==> config.mk <==
export PLATFORM = sky130hd
export DESIGN_NAME = tmcr_ctrl
export DESIGN_NICKNAME = d
export VERILOG_FILES = /design/src/design/tmcr_pkg.sv /design/src/design/tmcr_ctrl.sv
export SDC_FILE = /design/constraint.sdc
export NUM_CORES = 1
export LEC_CHECK = 0
export BUFFER_PORTS_ARGS = -buffer_cell sky130_fd_sc_hd__buf_4
export CAP_MARGIN = 40
export CELL_PAD_IN_SITES_DETAIL_PLACEMENT = 0
export CELL_PAD_IN_SITES_GLOBAL_PLACEMENT = 1
export CORE_UTILIZATION = 38
export CTS_CLUSTER_DIAMETER = 60
export DETAILED_ROUTE_END_ITERATION = 12
export PLACE_DENSITY_LB_ADDON = 0.1
export RECOVER_POWER = 50
export REMOVE_ABC_BUFFERS = 1
export SYNTH_ARGS = -nofsm -noshare
export SYNTH_HDL_FRONTEND = slang
export SYNTH_SLANG_ARGS = --single-unit
==> constraint.sdc <==
create_clock -name clk -period 2.3 [get_ports clk]
set_input_delay 0 -clock clk [delete_from_list [all_inputs] [get_ports clk]]
set_output_delay 0 -clock clk [all_outputs]
set_load 0.01 [all_outputs]
==> src/design/tmcr_pkg.sv <==
`timescale 1ns / 1ps
// ----------------------------------------------------------------------------
// tmcr_pkg
// Shared types and constants for the tile map collision and reflect block.
// ----------------------------------------------------------------------------
package tmcr_pkg;

	localparam int POS_W  = 16;
	localparam int SIZE_W = 15;
	localparam int CELL_W = 6;
	localparam int CFG_W  = 7;
	localparam int CFG_IDX_W = 1;

	typedef enum logic [1:0] {
		OP_WRITE   = 2'd0,
		OP_CHECK   = 2'd1,
		OP_REFLECT = 2'd2
	} op_t;

	localparam logic [CFG_IDX_W-1:0] CFG_MAP_WIDTH  = 1'b0;
	localparam logic [CFG_IDX_W-1:0] CFG_MAP_HEIGHT = 1'b1;

	// Commands from the controller to the datapath.
	typedef struct packed {
		logic clear;
		logic load;
		logic write;
		logic test_z;
		logic center;
		logic edge_calc;
		logic cell_calc;
		logic bound;
		logic scan;
		logic commit;
		logic finish;
	} cmd_t;

	// Status from the datapath to the controller.
	typedef struct packed {
		logic       clear_last;
		logic [1:0] op;
		logic       win_oob;
		logic       scan_last;
		logic       out_busy;
	} status_t;

endpackage

==> src/design/tmcr_ctrl.sv <==
`timescale 1ns / 1ps
// ----------------------------------------------------------------------------
// tmcr_ctrl
// Sequencer: grid clearing after reset, item dispatch, the window tests of a
// check or reflect item and hand-off of the result to the output register.
// ----------------------------------------------------------------------------
module tmcr_ctrl (
	input  logic              clk,
	input  logic              arst_n,
	input  logic              in_valid,
	output logic              in_ready,
	input  tmcr_pkg::status_t status,
	output tmcr_pkg::cmd_t    cmd
);
	import tmcr_pkg::*;

	typedef enum logic [9:0] {
		S_CLEAR    = 10'b00_0000_0001,
		S_IDLE     = 10'b00_0000_0010,
		S_DISPATCH = 10'b00_0000_0100,
		S_CENTER   = 10'b00_0000_1000,
		S_EDGE     = 10'b00_0001_0000,
		S_CELL     = 10'b00_0010_0000,
		S_BOUND    = 10'b00_0100_0000,
		S_SCAN     = 10'b00_1000_0000,
		S_COMMIT   = 10'b01_0000_0000,
		S_FINISH   = 10'b10_0000_0000
	} state_t;

	state_t state_q, state_d;
	logic   test_z_q, test_z_d;

	always_comb begin
		state_d  = state_q;
		test_z_d = test_z_q;
		cmd      = '0;
		cmd.test_z = test_z_q;
		in_ready = 1'b0;
		unique case (state_q)
			S_CLEAR: begin
				cmd.clear = 1'b1;
				if (status.clear_last) state_d = S_IDLE;
			end
			S_IDLE: begin
				in_ready = 1'b1;
				if (in_valid) begin
					cmd.load = 1'b1;
					state_d  = S_DISPATCH;
				end
			end
			S_DISPATCH: begin
				test_z_d = 1'b0;
				unique case (status.op) inside
					OP_WRITE: begin
						cmd.write = 1'b1;
						state_d   = S_FINISH;
					end
					OP_CHECK, OP_REFLECT: state_d = S_CENTER;
					default:              state_d = S_FINISH;
				endcase
			end
			S_CENTER: begin
				cmd.center = 1'b1;
				state_d    = S_EDGE;
			end
			S_EDGE: begin
				cmd.edge_calc = 1'b1;
				state_d       = S_CELL;
			end
			S_CELL: begin
				cmd.cell_calc = 1'b1;
				state_d       = S_BOUND;
			end
			S_BOUND: begin
				cmd.bound = 1'b1;
				state_d   = status.win_oob ? S_COMMIT : S_SCAN;
			end
			S_SCAN: begin
				cmd.scan = 1'b1;
				if (status.scan_last) state_d = S_COMMIT;
			end
			S_COMMIT: begin
				cmd.commit = 1'b1;
				// A reflect item runs the z-displaced test after the x one.
				if (status.op == OP_REFLECT && !test_z_q) begin
					test_z_d = 1'b1;
					state_d  = S_CENTER;
				end else begin
					state_d = S_FINISH;
				end
			end
			S_FINISH: begin
				if (!status.out_busy) begin
					cmd.finish = 1'b1;
					state_d    = S_IDLE;
				end
			end
			default: state_d = S_CLEAR;
		endcase
	end

	always_ff @(posedge clk or negedge arst_n) begin
		if (!arst_n) begin
			state_q  <= S_CLEAR;
			test_z_q <= 1'b0;
		end else begin
			state_q  <= state_d;
			test_z_q <= test_z_d;
		end
	end

endmodule

-- Word level (Yosys, flattened, before mapping)
Cells that the tools add are included.
- register bits: 11
- bits of input ports: 9
- output and inout bits: 12
- word-level logic and storage cells: 50
- equal/unequal tests: 17
- muxes and demuxes: 24
- reductions and logical operators: 7
- operators by type and width (operator ; number):
    $pmux 10 s10 ; 1
    $mux 10 ; 6
    $mux 1 ; 15
    $eq 10x1->1 const B ; 1
    $eq 10x10->1 const B ; 1
    $eq 10x2->1 const B ; 1
    $eq 10x3->1 const B ; 1
    $eq 10x4->1 const B ; 1
    $eq 10x5->1 const B ; 1
    $eq 10x6->1 const B ; 1
    $eq 10x7->1 const B ; 1
    $eq 10x8->1 const B ; 1
    $eq 10x9->1 const B ; 1
    $ne 2x2->1 const B ; 5
    $mux 9 ; 1
    $reduce_and 4->1 ; 1
    $eq 2x1->1 const B ; 1
    $eq 2x2->1 const B ; 1
    $logic_not 2->1 ; 1
    $pmux 1 s2 ; 1
    $reduce_and 2->1 ; 1
    $reduce_bool 2->1 ; 1
    $reduce_or 2->1 ; 1
    $logic_and 1x1->1 ; 1
    $logic_not 1->1 ; 1

-- Longest topological paths before layout
- word-level depth: 4
- depth in mapped cells: 5
- gate-level depth less buffers: 4

-- Least setup slack after synthesis
Ideal clock, no wire load.
- path kind: reg2reg
- start point: register state_q[6]
- end point: register state_q[1]
- library setup time: 128 ps
- arrival: 1530 ps
- required time: 2172 ps
- setup slack: 643 ps
- cell stages (with the launch flop): 6
- buffers on the path: 1
- clock period less this slack: 1657 ps
- cell sequence: dfrtp_1 > buf_6 > nor4_4 > nand3_2 > o211ai_2 > mux2_1
- word-level cells in the longest chain between the ends: 3
- elaborated cells between the ends (all ways): 16
- those cells by class: 14 x eq/ne; 1 x mux; 1 x reduce/logical
- RTL lines (element ; RTL line ; source):
    start: declaration ; tmcr_ctrl.sv:30 ; state_t state_q, state_d;
    start signal: assignment ; tmcr_ctrl.sv:107 ; state_q <= state_d;
    $eq 10x1->1, or another cell as far along ; tmcr_ctrl.sv:39 ; unique case (state_q)
    $ne 2x2->1 (no source line) ; n/a ;
    $reduce_and 4->1 (no source line) ; n/a ;
Several ways; a longest one is shown, not always the timed one.
A chain may end at the register's enable or synchronous reset.

==> run summary <==
Yosys top cell area share: 31.06%
Core box area: 1982 µm²
Hold depth: 3
Die ar.: 2309 µm²
Critical path cell sequence: nor4_1, clkbuf_1, and4b_1, and2_1, buf_4
CTS tree: done
Clock sink count: 11
CP Max Fanout: 10
Initial Utilization: 40.66%
Layout cell share with drive strength beyond 1: 21.82%
Critical path origin: state_q[1]$_DFFE_PN0P_
Design area: 1001 µm²
Synth Instances: 87
Area contributors post-synth: dfrtp_1 31%, and4b_1 9.9%, nor2_1 4.7%
Outcome: finished, final reports clean
Vias in the first global route: 619
Critical path buffer and inverter count: 2
Fraction of registers with async set/reset: 100.0%
Initial antenna violation count: 0
Biggest area consumer among synthesized cells: dfrtp_1
Syn. warnings: 0
Final Non-Filler Cells: 137
CTS Buffer Depth: 2
Rel. slew slack: 57.28%
Final #Nets: 122
Most common flop cell mapped by yosys: dfrtp_1
Critical path required time: 2.30 ns
Max-capacitance violation count: 0
Worst Hold Class: primary input to flop
Power per cell area: 734.0 nW/µm²
Die width: 48.05 µm
Synth cell count leaders: 10 x dfrtp_1, 10 x nor2_1, 8 x and4b_1
Worst VDD drop: 0.3714 mV
Post-CTS resize count: 0
Cell Rows: 16
Mapped cell area: 805.8 µm²
Reg-to-reg endpoint: state_q[0]$_DFFE_PN1P_
EDFF count, synth: 0
N_diodes: 0
Post-route ant nets: 0
Worst R2R Start: state_q[1]$_DFFE_PN0P_
I/O Pins: 21
Setup TNS: 0 ns
Fin crit share: 85.84%
First-pass GRT wire length: 2753 µm
Largest net degree at the start of global routing: 12
DR WL/cell: 12.96 µm
CP Capture Type: output port
Setup Viol. Count Final: 0
Post-DP HPWL: 1339 µm
Tot GR Track Use: 17.49%
Library cells used by synthesis: 36
Worst Max-Slew Pin Slew: 0.6408 ns
Max Freq: 0.5065 GHz
Syn Area/Cell: 9.262 µm²
H-tree level count: 1
Area growth syn-to-layout: 24.22%
Drt total wl: 1776 µm
Post-DR vias/cell: 5.365
1st-iter DRT viols: 9
Clock slew at reported path FFs: 0.08 ns
Yosys reg bits: 11
PortBufs: 20
Die H: 48.05 µm
Worst Setup Path Type: flop to output port
DRC: 0
Vias: 735
Crit path DAT: 1.97 ns
Clock Latency Late Sink: 0.27 ns
TritonCTS Buffers: 3
Sequential-to-total area share from yosys stat: 34.32%
Placed cell count: 130
CP delay by family, top: simple AND/OR/NAND/NOR gates
Crit start category: flop
R2R setup slack: 0.53 ns
CP max stage delay: 0.44 ns
Drt first pass iters: 4
LEAKAGE: 0.4845 nW
Slowest CP cell: dfrtp_1
Slew Limit Fails: 0
CTS root buf: clkbuf_4
Worst Reg-to-Reg Cells: 5
RSZ-0062 raised after global routing: no
Final hold violation count: 0
Overflow after GRT: 0
Clk_skew: 0.001843 ns
Worst setup path end: cmd[8]
Placed cell areas: 964.7 µm²
Instance count on the critical path: 5
Hold slack final: 0.01411 ns
Final Critical Period: 1.974 ns
GPL Wtd Cong: 0.7835
[sequential cells by signal, indices dropped and copies added, names as in the netlist]
name and cells:
state_q 10, test_z_q 1
[worst min-delay path by stage]
stage	from	to	slack, ns
3_5_place_dp	arst_n	state_q[2]$_DFFE_PN0P_	-0.15
6_report	status[2]	state_q[7]$_DFFE_PN0P_	0.01
4_1_cts	status[2]	state_q[7]$_DFFE_PN0P_	0.009
5_1_grt	status[2]	state_q[7]$_DFFE_PN0P_	0.03
3_3_place_gp	arst_n	state_q[7]$_DFFE_PN0P_	-0.15
2_1_floorplan	arst_n	state_q[1]$_DFFE_PN0P_	-0.30
[power by group]
group,internal [mW],switching [mW]
registers,0.233,0.0493
clock network,0.0671,0.0688
logic,0.157,0.160
[layer usage]
metal  up-vias  share of wire [%]  track usage [%]
met5         -                  0                0
met4         0               0.51            6.667
met3         2                2.7            2.264
met2        11                 48            27.30
met1       354                 48            24.49
li1        368                  -                -
[final cells by class]
cell class | instances | area, µm²
inverter | 4 | 15.01
timing repair buffer | 25 | 180.2
tap | 27 | 33.78
sequential | 11 | 276.5
multi-input combinational | 66 | 469.2
clock buffer | 4 | 26.28
fill | 192 | 980.9
[timing repair]
item                      CTS  global route
hold buffers                3             0
hold endpoints to repair   13             0
buffers inserted            0             0
[worst register-to-register path, delay by kind of cell, from the launching register on]
kind,cells,cell delay [ns]
DFF,1,0.44
buffers and inverters,1,0.34
and+or+nand+nor,3,0.73
AOI/OAI and AO/OA,1,0.21
[cell families (layout without fill, tap and decap cells)]
group,count (synthesis),after routing,synth area share [%]
mux,1,1,1.397
buf+inv,10,33,6.831
compound gates,15,15,14.13
simple gates,45,45,36.96
xor+xnor,3,3,3.261
fa+ha+maj,2,2,3.105
flops,11,11,34.32
[through the flow]
stage | utilization [%] | setup WS [ns] | power, mW
after global placement | 48.67 | 0.6085 | 0.6311
after detailed placement | 48.67 | 0.5857 | 0.6244
after floorplan | - | 0.3280 | 0.4945
after global routing | 50.51 | 0.1779 | 0.8029
after CTS | 51.52 | 0.4362 | 0.7670
final | 50.51 | 0.3257 | 0.7347
[cell usage in the layout (no fill, tap or decap), types with 2 or more instances in the layout]
master         count
nand4b_1           2
buf_4             18
nor2_1            10
clkbuf_4           3
nand2b_1           4
nand3_1            3
clkbuf_1           5
inv_1              4
nand2_1            4
o22a_1             2
and2_1             3
dlygate4sd3_1      3
nor4_1             4
dfrtp_1           10
a21o_1             2
o21ai_0            4
ha_1               2
nand4_1            2
and4b_1            8
xnor2_1            2
Note: power is estimated with default switching activity, not from simulation.
